**src/sv/wcqs_ram.sv**
```systemverilog
module wcqs_ram #(
  parameter int WIDTH = 8,
  parameter int DEPTH = 16
) (
  input  logic                     clk,
  input  logic                     we,
  input  logic [$clog2(DEPTH)-1:0] waddr,
  input  logic [WIDTH-1:0]         wdata,
  input  logic [$clog2(DEPTH)-1:0] raddr,
  output logic [WIDTH-1:0]         rdata
);

  logic [WIDTH-1:0] mem [DEPTH];

  always_ff @(posedge clk) begin
    if (we) begin
      mem[waddr] <= wdata;
    end
    rdata <= mem[raddr];
  end

endmodule

```
**config.mk**
```make
export PLATFORM = sky130hd
export DESIGN_NAME = wcqs_ram
export DESIGN_NICKNAME = d
export VERILOG_FILES = /design/src/sv/wcqs_ram.sv
export SDC_FILE = /design/constraint.sdc
export NUM_CORES = 1
export LEC_CHECK = 0
export BUFFER_PORTS_ARGS = -buffer_cell sky130_fd_sc_hd__buf_2
export CAP_MARGIN = 20
export CORE_MARGIN = 10
export CORE_UTILIZATION = 30
export DETAILED_ROUTE_END_ITERATION = 7
export PLACE_DENSITY = 0.55
export SLEW_MARGIN = 10
export SYNTH_ARGS = -nofsm -noshare
export SYNTH_HDL_FRONTEND = slang
export SYNTH_SLANG_ARGS = --single-unit
export TNS_END_PERCENT = 5
```
**constraint.sdc**
```tcl
create_clock -name clk -period 3.9 [get_ports clk]
set_clock_uncertainty 0.1 [all_clocks]
set_input_delay 0.39 -clock clk [delete_from_list [all_inputs] [get_ports clk]]
set_output_delay 0.39 -clock clk [all_outputs]
set_load 0.02 [all_outputs]
```
# Word level (Yosys, flattened, before mapping)
# Memories as Yosys holds them, arrays and structs flattened. A register that Yosys moved wholly into a read port is not among the register bits.
# Index checks and enable logic that the tools add are counted.
dict set report word_totals {
  mem_bits_ro 0
  mem_bits_rw 128
  latch_bits 0
  in_bits 18
  reg_bits 0
  out_inout_bits 8
  mem_count 1
  elab_cells 3
}
# memory depth word_bits read_ports rd_clocked_by_memory_dff wr line_no
set mem_list {}
lappend mem_list {mem 16 8 1 1 1 13} ;# logic [WIDTH-1:0] mem [DEPTH];
dict set report op_classes {
  magnitude_cmp 0
  bitwise_logic 0
  shifts 0
  n_div 0
  addsub 0
  eq_ne 0
  mul 0
  n_mux 2
  n_reduce_logical 0
}
# cell n
set op_table {}
lappend op_table {{2-to-1 mux 1 bit} 2}

# Longest topological paths before layout
dict set report depth {
  depth_word 2
  depth_mapped 5
  ltp_nobuf 3
}

# Worst setup path after synthesis
# OpenSTA, ideal clock, no wires.
dict set report synth_path {
  path_type {input to register}
  from {input port waddr[2]}
  to {memory mem[0][0] (enable)}
  stages 2
  arrival_ps 1500
  setup_ps 383
  setup_slack_ps 1917
  path_cell_list {or3b_2 nor3_1}
}
# item line_no
set synth_rtl {}
lappend synth_rtl {{start: declaration} 7} ;# input logic [$clog2(DEPTH)-1:0] waddr,
lappend synth_rtl {{end: declaration} 13}
# No word-level cell before the write port.

==> metrics.md <==
| Metric | Value |
|---|---|
| Detail Route Antenna Nets | 0 |
| Synth Cell Area | 5150 µm² |
| Buffers & Inverters on Critical Path | 2 |
| DP HPWL | 6790 µm |
| DR iter-0 viols | roughly 220 |
| Critical path peak fanout | 22 |
| Site row count | 47 |
| Number of global-route vias before repair | between 2000 and 3000 |
| Critical path's slowest cell | buf_2 |
| Total negative setup slack | 0 ns |
| Slew Limit Headroom | 29.0% |
| Largest net degree at the start of global routing | 33 |
| Switching fraction of total power | 20.2% |
| Synth warn | 0 |
| Top-area cell type share of the netlist area | 74.7% |
| Total track usage | 9.99% |
| Residual DRC count | 0 |
| CP Launch Type | input pin |
| Final Cycle Share | a little over half |
| Fmax | 485 MHz |
| Arrival time worst endpoint | 2.26 ns |
| Max Slew Vio Count | 0 |
| Worst-Skew Late Latency | approximately 0.4 ns |
| Hold Vio Cnt, Final | 0 |
| Reg power frac | ~50% |
| Met2 usage | 13.7% |
| Max-cap violations | 0 |
| Cell count after placement | between 400 and 500 |
| PwrDens | between 500 and 600 nW/µm² |
| Wire length per cell | about 22 µm |
| CTS clk-pin slew, worst paths | 0.05 ns |
| Post-synthesis mux area share | about 15% |
| DR vias | roughly 2400 |
| GR Util met3 | 3.52% |
| Area Overhead vs Synth | 17.4% |
| Clock power frac | approximately 45% |
| Most common cell after layout, fill and taps aside | edfxtp_1 |
| M1 GR Usage | 14.5% |
| Register area share after synthesis | approximately 78% |
| Post-Synth Adder-Cell Area | 0% |
| Sink Count | 136 |
| First-pass GRT wire length | 16200 µm |
| Maximum vdd ir drop | 0.304 mV |
| Clock root buffer | clkbuf_16 |
| Num CTS Buffers | 17 |
| Crit-path cells | buf_2 -> buf_4 -> mux4_1 -> a22oi_1 -> nand2_1 |
| Largest area contributor in the netlist | edfxtp_1 |
| Worst setup slack after placement | 1.39 ns |
| Synth unique cells | 19 |
| Post-synthesis area per instance | 22.5 µm² |
| Core Footprint | 16700 µm² |
| Hold Crit Class | in2reg |
| Fin cells | 500 |
| Final setup violation count | 0 |
| Minimum setup slack in the final design | between 1.5 and 2 ns |
| Total routed wirelength | between 10000 and 15000 µm |
| Final Util | a little over a third |
| Port Buffers | 25 |
| Multi-input gate area | ~1100 µm² |
| Largest family of logic cells by synthesized area | multiplexers |
| DRT Pass-1 Iters | 4 |
| Die Width | 151 µm |
| Grt peak-use layer | met1 |
| Post-CTS Hold Buffers | 0 |
| Starting Density | around 30% |
| P_int | 0.00262 W |
| Worst Setup End Kind | flip-flop |
| Nets | about 290 |
| Synth area leaders | edfxtp_1 75%, mux4_2 7.9%, mux4_1 7.1% |
| Antenna violations before repair | 0 |
| Compound-cell area share of the yosys netlist | 2.33% |
| GPL Wtd Cong | 0.710 |
| CTS tree | done |
| Worst-case clock buffer depth | 2 |
| CTS H-tree lvls | 4 |
| Comb pwr share | 4.8% |
| # diodes | 0 |
| NetSw | between 0.0006 and 0.0007 W |
| Max stage delay on crit path | 0.58 ns |
| Kind of critical path | in2reg |
| Largest delay share family, worst path | buffers and inverters |
| Die area | 22800 µm² |
| Fillers | ~1600 |
| CP Data Required Time | 4.10 ns |
| Status | completed |
| RSZ-0062 raised after global routing | false |
| Via/cell ratio | 4.71 |
| P_leak | 1.98 nW |
| Ports | 26 |
| Synth Area in Simple Gates | 3.18% |
| Layout cells sized above 1 | roughly a quarter |
| Syn_nets | ~250 |
| XOR/XNOR Fraction of Synth Area | 0% |
| Slew @ Worst Pin | 1.06 ns |
| Clock period minus worst slack | 2.06 ns |
| DIE HEIGHT | 151 µm |
| Commonest non-fill, non-tap cells in the layout | 128 x edfxtp_1, 25 x buf_2, 18 x mux4_2 |
| Overflow after GRT | 0 |
| Setup Buffers After CTS | 0 |
| PostCTS Resize Cnt | 0 |
| Gate Count Post-Synth | around 230 |
| Synthesized flop and latch total | 136 |
| Reg area | 4000 µm² |
## sequential cells by signal (all words and copies together), names as in the netlist
register / flops
mem: 128
rdata: 8
## worst reg2reg max path: cells and delay by family (launching register included)
kind	cells	cell delay, ns
AOI/OAI and AO/OA	1	0.26
and+or+nand+nor	1	0.14
DFF	1	0.35
muxes	1	0.52
## power groups by stage
stage | registers (W) | clock network (W) | logic, W
after floorplan | 0.00168 | 0 | 0.0000829
after global placement | 0.00167 | 0 | 0.000157
after detailed placement | 0.00167 | 0 | 0.000160
after CTS | 0.00164 | 0.00151 | 0.000160
after global routing | 0.00165 | 0.00158 | 0.000171
final | 0.00164 | 0.00149 | 0.000157
## cells by family (layout without fill, tap and decap cells)
group | count (synthesis) | after routing
flip-flops | 136 | 136
AND/OR/NAND/NOR | 35 | 35
multiplexers | 32 | 32
AO/OA/AOI/OAI | 16 | 16
buffers and inverters | 10 | 61
## layer usage
| layer | wire [µm] | vias to the layer above |
|---|---|---|
| li1 | - | 1052 |
| met2 | 4820 | 63 |
| met5 | 0 | - |
| met1 | 5300 | 1236 |
| met3 | 610 | 4 |
| met4 | 45 | 0 |
## worst paths after layout
path,start,end,slack (ns),cells after the start
worst max-delay path,raddr[0],rdata[1],1.84,5
worst min-delay path,wdata[3],mem[5][3],0.26,1
worst max register to register,mem[9][2],rdata[2],2.38,3
worst min register to register,mem[15][1],rdata[1],0.56,3
## synth_stat cells
library cell and count:
buf_4 1, dfxtp_1 8, or3b_2 1, a22oi_1 16, buf_2 3, and2_1 1, nand2_1 9, nor2b_1 1
nand3b_1 2, edfxtp_1 128, mux4_1 14, buf_6 3, mux4_2 18, clkdlybuf4s25_2 3, nor2_1 13, nor3_1 4
nand2b_1 2, and2b_1 1, nand3_1 1
## stage by stage
| step | cell area, µm² | power [W] | hold slack (ns) |
|---|---|---|---|
| after floorplan | 5150 | 0.00177 | 0.389 |
| after global placement | 5500 | 0.00183 | 0.552 |
| after detailed placement | 5500 | 0.00183 | 0.558 |
| after CTS | 6040 | 0.00332 | 0.245 |
| after global routing | 6040 | 0.00340 | 0.259 |
| final | 6040 | 0.00329 | 0.264 |
## cell type report
cell class	instances	area share [%]
clock inverters	10	1.74
well taps	220	4.55
multi-input cells	83	17.5
repair buffers	30	2.69
clock buffers	21	7.29
flip-flops and latches	136	66.2
(Power assumes the default switching activity.)
