[config.mk]
export PLATFORM = sky130hd
export DESIGN_NAME = wcqs_ctrl
export DESIGN_NICKNAME = d
export VERILOG_FILES = /design/src/sv/wcqs_pkg.sv /design/src/sv/wcqs_ctrl.sv
export SDC_FILE = /design/constraint.sdc
export NUM_CORES = 1
export LEC_CHECK = 0
export BUFFER_PORTS_ARGS = -buffer_cell sky130_fd_sc_hd__clkbuf_2
export CAP_MARGIN = 0
export CORE_UTILIZATION = 39
export CTS_CLUSTER_DIAMETER = 100
export CTS_CLUSTER_SIZE = 10
export DETAILED_ROUTE_END_ITERATION = 7
export PLACE_DENSITY = 0.59
export REMOVE_ABC_BUFFERS = 1
export SLEW_MARGIN = 15
export SYNTH_ARGS = -nofsm -noshare
export SYNTH_HDL_FRONTEND = slang
export SYNTH_SLANG_ARGS = --single-unit
[constraint.sdc]
create_clock -name clk -period 4.4 [get_ports clk]
set_input_delay 0.44 -clock clk [delete_from_list [all_inputs] [get_ports clk]]
set_output_delay 0.44 -clock clk [all_outputs]
set_load 0.02 [all_outputs]
[src/sv/wcqs_pkg.sv]
package wcqs_pkg;

  localparam int CLASS_COUNT = 5;
  localparam int QUEUE_DEPTH = 64;
  localparam int PTR_W = (QUEUE_DEPTH > 1) ? $clog2(QUEUE_DEPTH) : 1;
  localparam int FILL_W = $clog2(QUEUE_DEPTH + 1);
  localparam int MEM_DEPTH = CLASS_COUNT * QUEUE_DEPTH;
  localparam int ADDR_W = $clog2(MEM_DEPTH);
  localparam int TOTAL_W = $clog2(MEM_DEPTH + 1);
  localparam int CLS_W = 3;
  localparam int WEIGHT_W = 8;
  localparam int UNIT_W = 16;
  localparam int ACCOUNT_W = 31;
  localparam int OPS_W = 16;
  localparam int TIME_W = 32;
  localparam int WAIT_W = 9;
  localparam int CFG_IDX_W = 3;
  localparam int CFG_DATA_W = 16;

  localparam logic [CFG_IDX_W-1:0] CFG_WEIGHT5 = 3'd4;
  localparam logic [CFG_IDX_W-1:0] CFG_UNIT = 3'd5;

  typedef enum logic {
    OP_ENQ = 1'b0,
    OP_DEQ = 1'b1
  } op_t;

  typedef enum logic [1:0] {
    STAT_ENQ    = 2'd0,
    STAT_REJ    = 2'd1,
    STAT_SERVED = 2'd2,
    STAT_NONE   = 2'd3
  } status_t;

  typedef enum logic {
    ST_IDLE,
    ST_READ
  } state_t;

  typedef struct packed {
    op_t                  op;
    logic [CLS_W-1:0]     class_id;
    logic [ACCOUNT_W-1:0] account;
    logic [OPS_W-1:0]     op_count;
  } in_word_t;

  typedef struct packed {
    status_t              status;
    logic [ACCOUNT_W-1:0] served_account;
    logic [OPS_W-1:0]     served_ops;
    logic [CLS_W-1:0]     served_class;
    logic [TIME_W-1:0]    service_time;
    logic [WAIT_W-1:0]    waiting_total;
  } out_word_t;

  typedef struct packed {
    logic [ACCOUNT_W-1:0] account;
    logic [OPS_W-1:0]     op_count;
  } entry_t;

  typedef logic [CLASS_COUNT-1:0][WEIGHT_W-1:0] weight_arr_t;

  typedef struct packed {
    logic               enq_ok;
    logic               deq_ok;
    logic [CLS_W-1:0]   pick;
    logic [TOTAL_W-1:0] waiting;
    logic [TOTAL_W-1:0] waiting_nxt;
  } sched_t;

  function automatic logic [ADDR_W-1:0] slot_addr(input logic [CLS_W-1:0] idx,
                                                  input logic [PTR_W-1:0] ptr);
    slot_addr = ADDR_W'(ADDR_W'(idx) * ADDR_W'(QUEUE_DEPTH) + ADDR_W'(ptr));
  endfunction

  function automatic logic [PTR_W-1:0] ptr_inc(input logic [PTR_W-1:0] ptr);
    ptr_inc = (ptr == PTR_W'(QUEUE_DEPTH - 1)) ? '0 : PTR_W'(ptr + 1'b1);
  endfunction

endpackage

[src/sv/wcqs_ctrl.sv]
module wcqs_ctrl (
  input  logic                         clk,
  input  logic                         rst_n,
  input  logic                         accept,
  input  wcqs_pkg::in_word_t           in_word,
  input  wcqs_pkg::weight_arr_t        weights,
  output wcqs_pkg::sched_t             dec,
  output logic                         ram_we,
  output logic [wcqs_pkg::ADDR_W-1:0]  ram_waddr,
  output wcqs_pkg::entry_t             ram_wdata,
  output logic [wcqs_pkg::ADDR_W-1:0]  ram_raddr
);

  logic [wcqs_pkg::PTR_W-1:0]    head_r   [wcqs_pkg::CLASS_COUNT];
  logic [wcqs_pkg::PTR_W-1:0]    tail_r   [wcqs_pkg::CLASS_COUNT];
  logic [wcqs_pkg::FILL_W-1:0]   fill_r   [wcqs_pkg::CLASS_COUNT];
  logic [wcqs_pkg::WEIGHT_W-1:0] served_r [wcqs_pkg::CLASS_COUNT];
  logic [wcqs_pkg::TOTAL_W-1:0]  total_r;
  logic [wcqs_pkg::TOTAL_W-1:0]  total_nxt;

  logic [wcqs_pkg::CLASS_COUNT-1:0] nonempty;
  logic [wcqs_pkg::CLASS_COUNT-1:0] elig;
  logic [wcqs_pkg::CLASS_COUNT-1:0] elig_clr;
  logic [wcqs_pkg::CLASS_COUNT-1:0] cand;
  logic                             need_clr;
  logic                             found;
  logic [wcqs_pkg::CLS_W-1:0]       pick;
  logic                             cls_ok;
  logic [wcqs_pkg::CLS_W-1:0]       widx;
  logic                             enq_ok;
  logic                             do_enq;
  logic                             do_deq;

  always_comb begin
    for (int c = 0; c < wcqs_pkg::CLASS_COUNT; c++) begin
      nonempty[c] = (fill_r[c] != '0);
      elig[c]     = (served_r[c] < weights[c]) && nonempty[c];
      elig_clr[c] = (weights[c] != '0) && nonempty[c];
    end
    need_clr = (elig == '0) && (nonempty != '0);
    cand     = need_clr ? elig_clr : elig;
    found    = (cand != '0);
    pick     = '0;
    for (int c = wcqs_pkg::CLASS_COUNT - 1; c >= 0; c--) begin
      if (cand[c]) begin
        pick = wcqs_pkg::CLS_W'(c);
      end
    end

    cls_ok = (in_word.class_id >= wcqs_pkg::CLS_W'(1)) &&
             (in_word.class_id <= wcqs_pkg::CLS_W'(wcqs_pkg::CLASS_COUNT));
    widx   = cls_ok ? wcqs_pkg::CLS_W'(in_word.class_id - 1'b1) : '0;
    enq_ok = cls_ok && (fill_r[widx] != wcqs_pkg::FILL_W'(wcqs_pkg::QUEUE_DEPTH));

    do_enq = accept && (in_word.op == wcqs_pkg::OP_ENQ) && enq_ok;
    do_deq = accept && (in_word.op == wcqs_pkg::OP_DEQ);

    total_nxt = total_r;
    if (do_enq) begin
      total_nxt = wcqs_pkg::TOTAL_W'(total_r + 1'b1);
    end else if (do_deq && found) begin
      total_nxt = wcqs_pkg::TOTAL_W'(total_r - 1'b1);
    end

    dec.enq_ok      = enq_ok;
    dec.deq_ok      = found;
    dec.pick        = pick;
    dec.waiting     = total_r;
    dec.waiting_nxt = total_nxt;

    ram_we            = do_enq;
    ram_waddr         = wcqs_pkg::slot_addr(widx, tail_r[widx]);
    ram_wdata.account = in_word.account;
    ram_wdata.op_count = in_word.op_count;
    ram_raddr         = wcqs_pkg::slot_addr(pick, head_r[pick]);
  end

  always_ff @(posedge clk) begin
    if (!rst_n) begin
      for (int c = 0; c < wcqs_pkg::CLASS_COUNT; c++) begin
        head_r[c]   <= '0;
        tail_r[c]   <= '0;
        fill_r[c]   <= '0;
        served_r[c] <= '0;
      end
      total_r <= '0;
    end else begin
      total_r <= total_nxt;
      if (do_enq) begin
        tail_r[widx] <= wcqs_pkg::ptr_inc(tail_r[widx]);
        fill_r[widx] <= wcqs_pkg::FILL_W'(fill_r[widx] + 1'b1);
      end
      if (do_deq) begin
        if (need_clr) begin
          for (int c = 0; c < wcqs_pkg::CLASS_COUNT; c++) begin
            served_r[c] <= '0;
          end
        end
        if (found) begin
          head_r[pick]   <= wcqs_pkg::ptr_inc(head_r[pick]);
          fill_r[pick]   <= wcqs_pkg::FILL_W'(fill_r[pick] - 1'b1);
          served_r[pick] <= need_clr ? wcqs_pkg::WEIGHT_W'(1)
                                     : wcqs_pkg::WEIGHT_W'(served_r[pick] + 1'b1);
        end
      end
    end
  end

endmodule

=== Yosys cells after proc, flatten, opt, wreduce, memory -nomap -nowiden ===
Memories as Yosys holds them, arrays and structs flattened.
Cells that the tools add are included.

* Reduce and logical (&&, ||, !) cells: 34
* $add $sub $neg: 10
* Equality and inequality tests: 3
* $lt $le $gt $ge: 7
* Mux-type cells: 41
* Bitwise logic cells: 6

{| class="wikitable"
|+ Operator list
! cell !! number
|-
| $mux W8 || 6
|-
| $lt A8 B8 Y1 || 5
|-
| $reduce_bool A8 Y1 || 5
|-
| $reduce_bool A7 Y1 || 5
|-
| $mux W3 || 10
|-
| $mux W6 || 4
|-
| $add A9 B6 Y9 || 2
|-
| $mux W9 || 2
|-
| $logic_and A1 B1 Y1 || 17
|-
| $mux W1 || 16
|-
| $mux W7 || 2
|-
| $reduce_or A7 Y1 || 2
|-
| $add A6 B1 Y6 const B || 2
|-
| $eq A6 B6 Y1 const B || 2
|-
| $reduce_or A6 Y1 || 2
|-
| $reduce_bool A5 Y1 || 2
|-
| $add A9 B1 Y9 const B || 1
|-
| $sub A9 B1 Y9 const B || 1
|-
| $add A8 B1 Y8 const B || 1
|-
| $add A7 B1 Y7 const B || 1
|-
| $ne A7 B7 Y1 const B || 1
|-
| $sub A7 B1 Y7 const B || 1
|-
| $logic_not A5 Y1 || 1
|-
| $mux W5 || 1
|-
| 5 further kinds || 9
|}

* Bits in writable memories: 135
* Bits in registers: 9
* Output and inout port bits: 89
* Memories: 4
* Logic and storage cells: 106
* Bits of input ports: 94

{| class="wikitable"
|+ Memories
! name !! depth !! width !! read ports !! clocked after Yosys merged registers in !! wr ports !! line !! RTL
|-
| served_r || 5 || 8 || 6 || 0 || 6 || wcqs_ctrl.sv:17 || <nowiki>logic [wcqs_pkg::WEIGHT_W-1:0] served_r [wcqs_pkg::CLASS_COUNT];</nowiki>
|-
| fill_r || 5 || 7 || 7 || 0 || 5 || wcqs_ctrl.sv:16 || <nowiki>logic [wcqs_pkg::FILL_W-1:0] fill_r [wcqs_pkg::CLASS_COUNT];</nowiki>
|-
| head_r || 5 || 6 || 1 || 0 || 5 || wcqs_ctrl.sv:14 || <nowiki>logic [wcqs_pkg::PTR_W-1:0] head_r [wcqs_pkg::CLASS_COUNT];</nowiki>
|-
| tail_r || 5 || 6 || 1 || 0 || 5 || wcqs_ctrl.sv:15 || <nowiki>logic [wcqs_pkg::PTR_W-1:0] tail_r [wcqs_pkg::CLASS_COUNT];</nowiki>
|}

=== Depth between registers and ports, before layout ===
An unclocked memory read counts as a cell.

* Word-level depth: 14
* Mapped depth: 20
* Depth with buffers taken out: 17

=== Least setup slack after synthesis ===
Ideal clock, no wire load.

* Kind: input port to flip-flop
* Start point: input port weights[13] (netlist bit)
* End point: memory head_r[0][3] (netlist bit), data pin
* Setup time: 266 ps
* Stages on the path: 20
* Required time: 4134 ps
* Buffers on the path: 3
* Setup slack: -16 ps
* Arrival: 4150 ps
* Cell sequence: inv_1 ha_1 a211o_1 a221o_1 a21oi_2 buf_6 or2_4 o211a_1 buf_4 nand2_4 inv_2 buf_4 o221ai_1 a21oi_1 ha_1 inv_1 a211oi_2 a31oi_1 mux2i_1 nor2_1

{| class="wikitable"
|+ RTL lines
! what !! line !! RTL
|-
| start: declaration || wcqs_ctrl.sv:6 || <nowiki>input wcqs_pkg::weight_arr_t weights,</nowiki>
|-
| end: declaration || wcqs_ctrl.sv:14 ||
|}

==> flow_summary.yaml <==
finish:
  finalNetCount: 1422
  final-seq-area_um2: 5470
  final_core_utilization_pct: 48.9
  fillerInstances: 2624
  area_delta_synth_final_pct: 21.8
  post_route_cells_drive_above_1_share_pct: 29.3
  antenna-diode-count: 0
  multi_input_logic_area_um2: 5040
critical_path:
  worstPathRequired_ns: 3.96
  worstReg2RegStart: "fill_r[0][4]"
  timing_worst_setup_path_type: "flip-flop to output port"
  critical_path.max_fanout: 3
  critical_path.startpoint: "served_r[0][5]"
  worstSetupStartpointType: "flip-flop"
  setup.worst_path.end_class: "output port"
  cp_data_arrival_time_ns: 3.97
timing:
  worst-slew-pin-transition_ns: 0.738
  setup_viol_count_final: 1
  finalClockSkew_ns: 0.0150
  slew-limit-headroom_pct: 50.6
  finalCriticalPeriod_ns: 4.41
  setup_ws_final_ns: -0.0132
  fmax_mhz: 227
  grt_setup_unrepaired: "true"
  timing.final.crit_share_pct: 100
  hold_violations: 0
  maxSlewViolCount: 0
floorplan:
  core_area_um2: 28200
  die_area_um2: 29700
  initial_utilization_pct: 40.2
  dieWidth_um: 172
  boundaryPins: 183
  placementRows: 61
  die_height_um: 172
global_route:
  pin_count_of_the_biggest_net_entering_global_routing: 30
  grt.overflow.total: 0
  antenna_found_initial: 0
  grt_pass1_vias: 8745
  grt_first_pass_wirelength_um: 54300
  grt_usage_pct: 25.2
placed_design:
  place_ws_ns: 0.00446
  place.port_buffers: 88
  weighted_congestion_at_the_end_of_routability_driven_global_placement: 0.920
  place_hpwl_um: 29000
logic_synthesis:
  synth_enable_flop_cells: 176
  yosys_register_bits: 185
  synth_sequential_area_ratio_pct: 48.3
  synth-main-ff-cell: "edfxtp_1"
  synth_cells: 1087
  synthArstFlopShare_pct: 0
  synthesis.area_um2: 11300
  syn_area_per_cell_um2: 10.4
  synth_cell_type_count: 93
  yosys_warnings: 0
clock_tree:
  cts_root_buf: "clkbuf_16"
  path_clk_slew_ns: 0.08
  h-tree-depth: 4
  clock_tree.buffer_depth: 2
  clk_latency_worst_skew_pair_ns: 0.45
  number_of_buffers_added_by_the_clock_tree_synthesis_step: 17
  cts.sink_count: 185
  clock_tree_from_tritoncts: "built"
detailed_routing:
  avgViaCountPerCell: 5.61
  detail_route.wirelength_um: 37300
  route.detailed.wl_per_inst_um: 22.3
  first_pass_iters: 5
  postRouteAntennaNets: 0
  drcViolationCount: 0
  drt-initial-drc-count: 908
  routed-via-count: 9390
pwr:
  p_leak_uw: 0.00568
  ir_worst_vdd_mv: 0.200
  power_per_cell_area_nw_per_um2: 382
worst_hold_path:
  worstHoldPathType: "primary input to flip-flop"
  min-delay-start: "in_word[50]"
status:
  violations: "setup timing"
  run_status: "finished, violations left"
run:
  drv_cap: 0
[where the power goes]
group	switching (µW)	internal (µW)
Sequential	73.5	2030
Clock	874	821
Combinational	865	602
[what timing repair did]
item,in CTS,in global routing
pin swaps,1,13
cloned,0,1
endpoints found under the setup margin,8,72
buffers inserted,6,22
hold buffers,0,0
resized for setup,9,25
[per-layer routing]
| layer | GRT usage [%] | vias to the layer above | wire length (µm) |
|---|---|---|---|
| met5 | 2.43 | - | 54 |
| met4 | 5.77 | 2 | 574 |
| met3 | 8.31 | 49 | 3440 |
| met2 | 41.2 | 441 | 17400 |
| met1 | 32.1 | 4534 | 15800 |
| li1 | - | 4364 | - |
[synth_stat cells (all sizes together) (8+ instances only)]
cell | n | area [µm²]
clkbuf | 17 | 65.1
dfxtp | 9 | 180
edfxtp | 176 | 5290
a31oi | 10 | 68.8
inv | 81 | 307
o22ai | 10 | 62.6
nand4 | 11 | 68.8
o21a | 12 | 92.6
nor4 | 16 | 191
a22oi | 11 | 82.6
ha | 45 | 563
a211oi | 12 | 123
nand2b | 15 | 93.8
o221ai | 11 | 103
a222oi | 20 | 200
xnor2 | 25 | 226
nor3 | 19 | 95.1
nor2 | 173 | 649
buf | 73 | 543
o211ai | 8 | 60.1
nand3 | 43 | 220
and2 | 17 | 106
a21oi | 37 | 215
nand2 | 83 | 329
and3 | 8 | 50.1
o21ai | 34 | 170
[state kept, by name (all words and copies together), names as in the netlist]
name and count:
total_r 9, served_r 42, fill_r 56, tail_r 48
head_r 30
[layout by cell type, fill, tap and decap left out, drive strengths merged, types with 7 or more instances in the layout]
cell,Yosys,layout
inv,81,93
a31oi,10,10
nand4,11,11
a22oi,11,11
a21oi,37,37
a211o,7,7
mux2i,7,7
a222oi,20,20
ha,45,45
nor4,16,16
o21a,12,12
and2,17,17
buf,73,179
o21ai,34,34
nor3,19,19
nand3,43,43
o211ai,8,8
dfxtp,9,9
nand2,83,83
nand2b,15,15
a211oi,12,12
o22ai,10,10
o221ai,11,11
clkbuf,17,104
a21o,7,7
nor2,173,173
and3,8,8
edfxtp,176,176
nor3b,7,7
xnor2,25,25
[critical path, stage by stage (launching register included)]
cell and delay (ns):
edfxtp_1 0.46, ha_1 0.34, a211o_1 0.25, a221o_1 0.39, a21oi_4 0.20, buf_4 0.17, o31ai_1 0.11, buf_4 0.16
o211a_1 0.19, buf_4 0.18, buf_4 0.14, buf_4 0.12, a32o_1 0.25, a211oi_1 0.29, a31oi_2 0.10, clkbuf_2 0.18
[final cells by class]
class | instances | share of cell area, %
Clock buffer | 17 | 3.09
Clock inverter | 15 | 1.70
Inverter | 81 | 2.23
Multi-Input combinational cell | 732 | 36.6
Sequential cell | 185 | 39.7
Tap cell | 378 | 3.43
Timing Repair Buffer | 266 | 13.3
[logic make-up (layout without fill, tap and decap cells)]
family          Yosys count  count (layout)  synth area share, %
compound gates          222             222                 16.4
xor+xnor                 31              31                 2.47
fa+ha+maj                45              45                 4.98
buf+inv                 171             379                 8.09
flops                   185             185                 48.3
mux                      13              13                 1.25
other cells               1               2               0.0332
simple gates            419             419                 18.5
[through the flow]
step | cells | hold slack (ns) | TNS (ns) | cell area, µm² | total power [µW]
2_1_floorplan | 998 | 0.562 | -23.33 | 10700 | 2890
5_1_grt | 1674 | 0.639 | -0.668 | 13800 | 5460
3_5_place_dp | 1613 | 0.626 | 0 | 12800 | 3520
6_report | 1674 | 0.638 | -0.0132 | 13800 | 5270
4_1_cts | 1651 | 0.616 | -0.0391 | 13500 | 5220
3_3_place_gp | 1613 | 0.624 | 0 | 12800 | 3510
[path summary, 6_finish.rpt]
check / to / slack [ns] / depth (start not counted)
setup / recovery: ram_raddr[4] / -0.01 / 15
hold / removal: fill_r[6][0] / 0.64 / 4
setup reg to reg: served_r[4][5] / 0.09 / 17
hold reg to reg: total_r[8] / 0.64 / 2
Power figures use the tool's default switching activity.
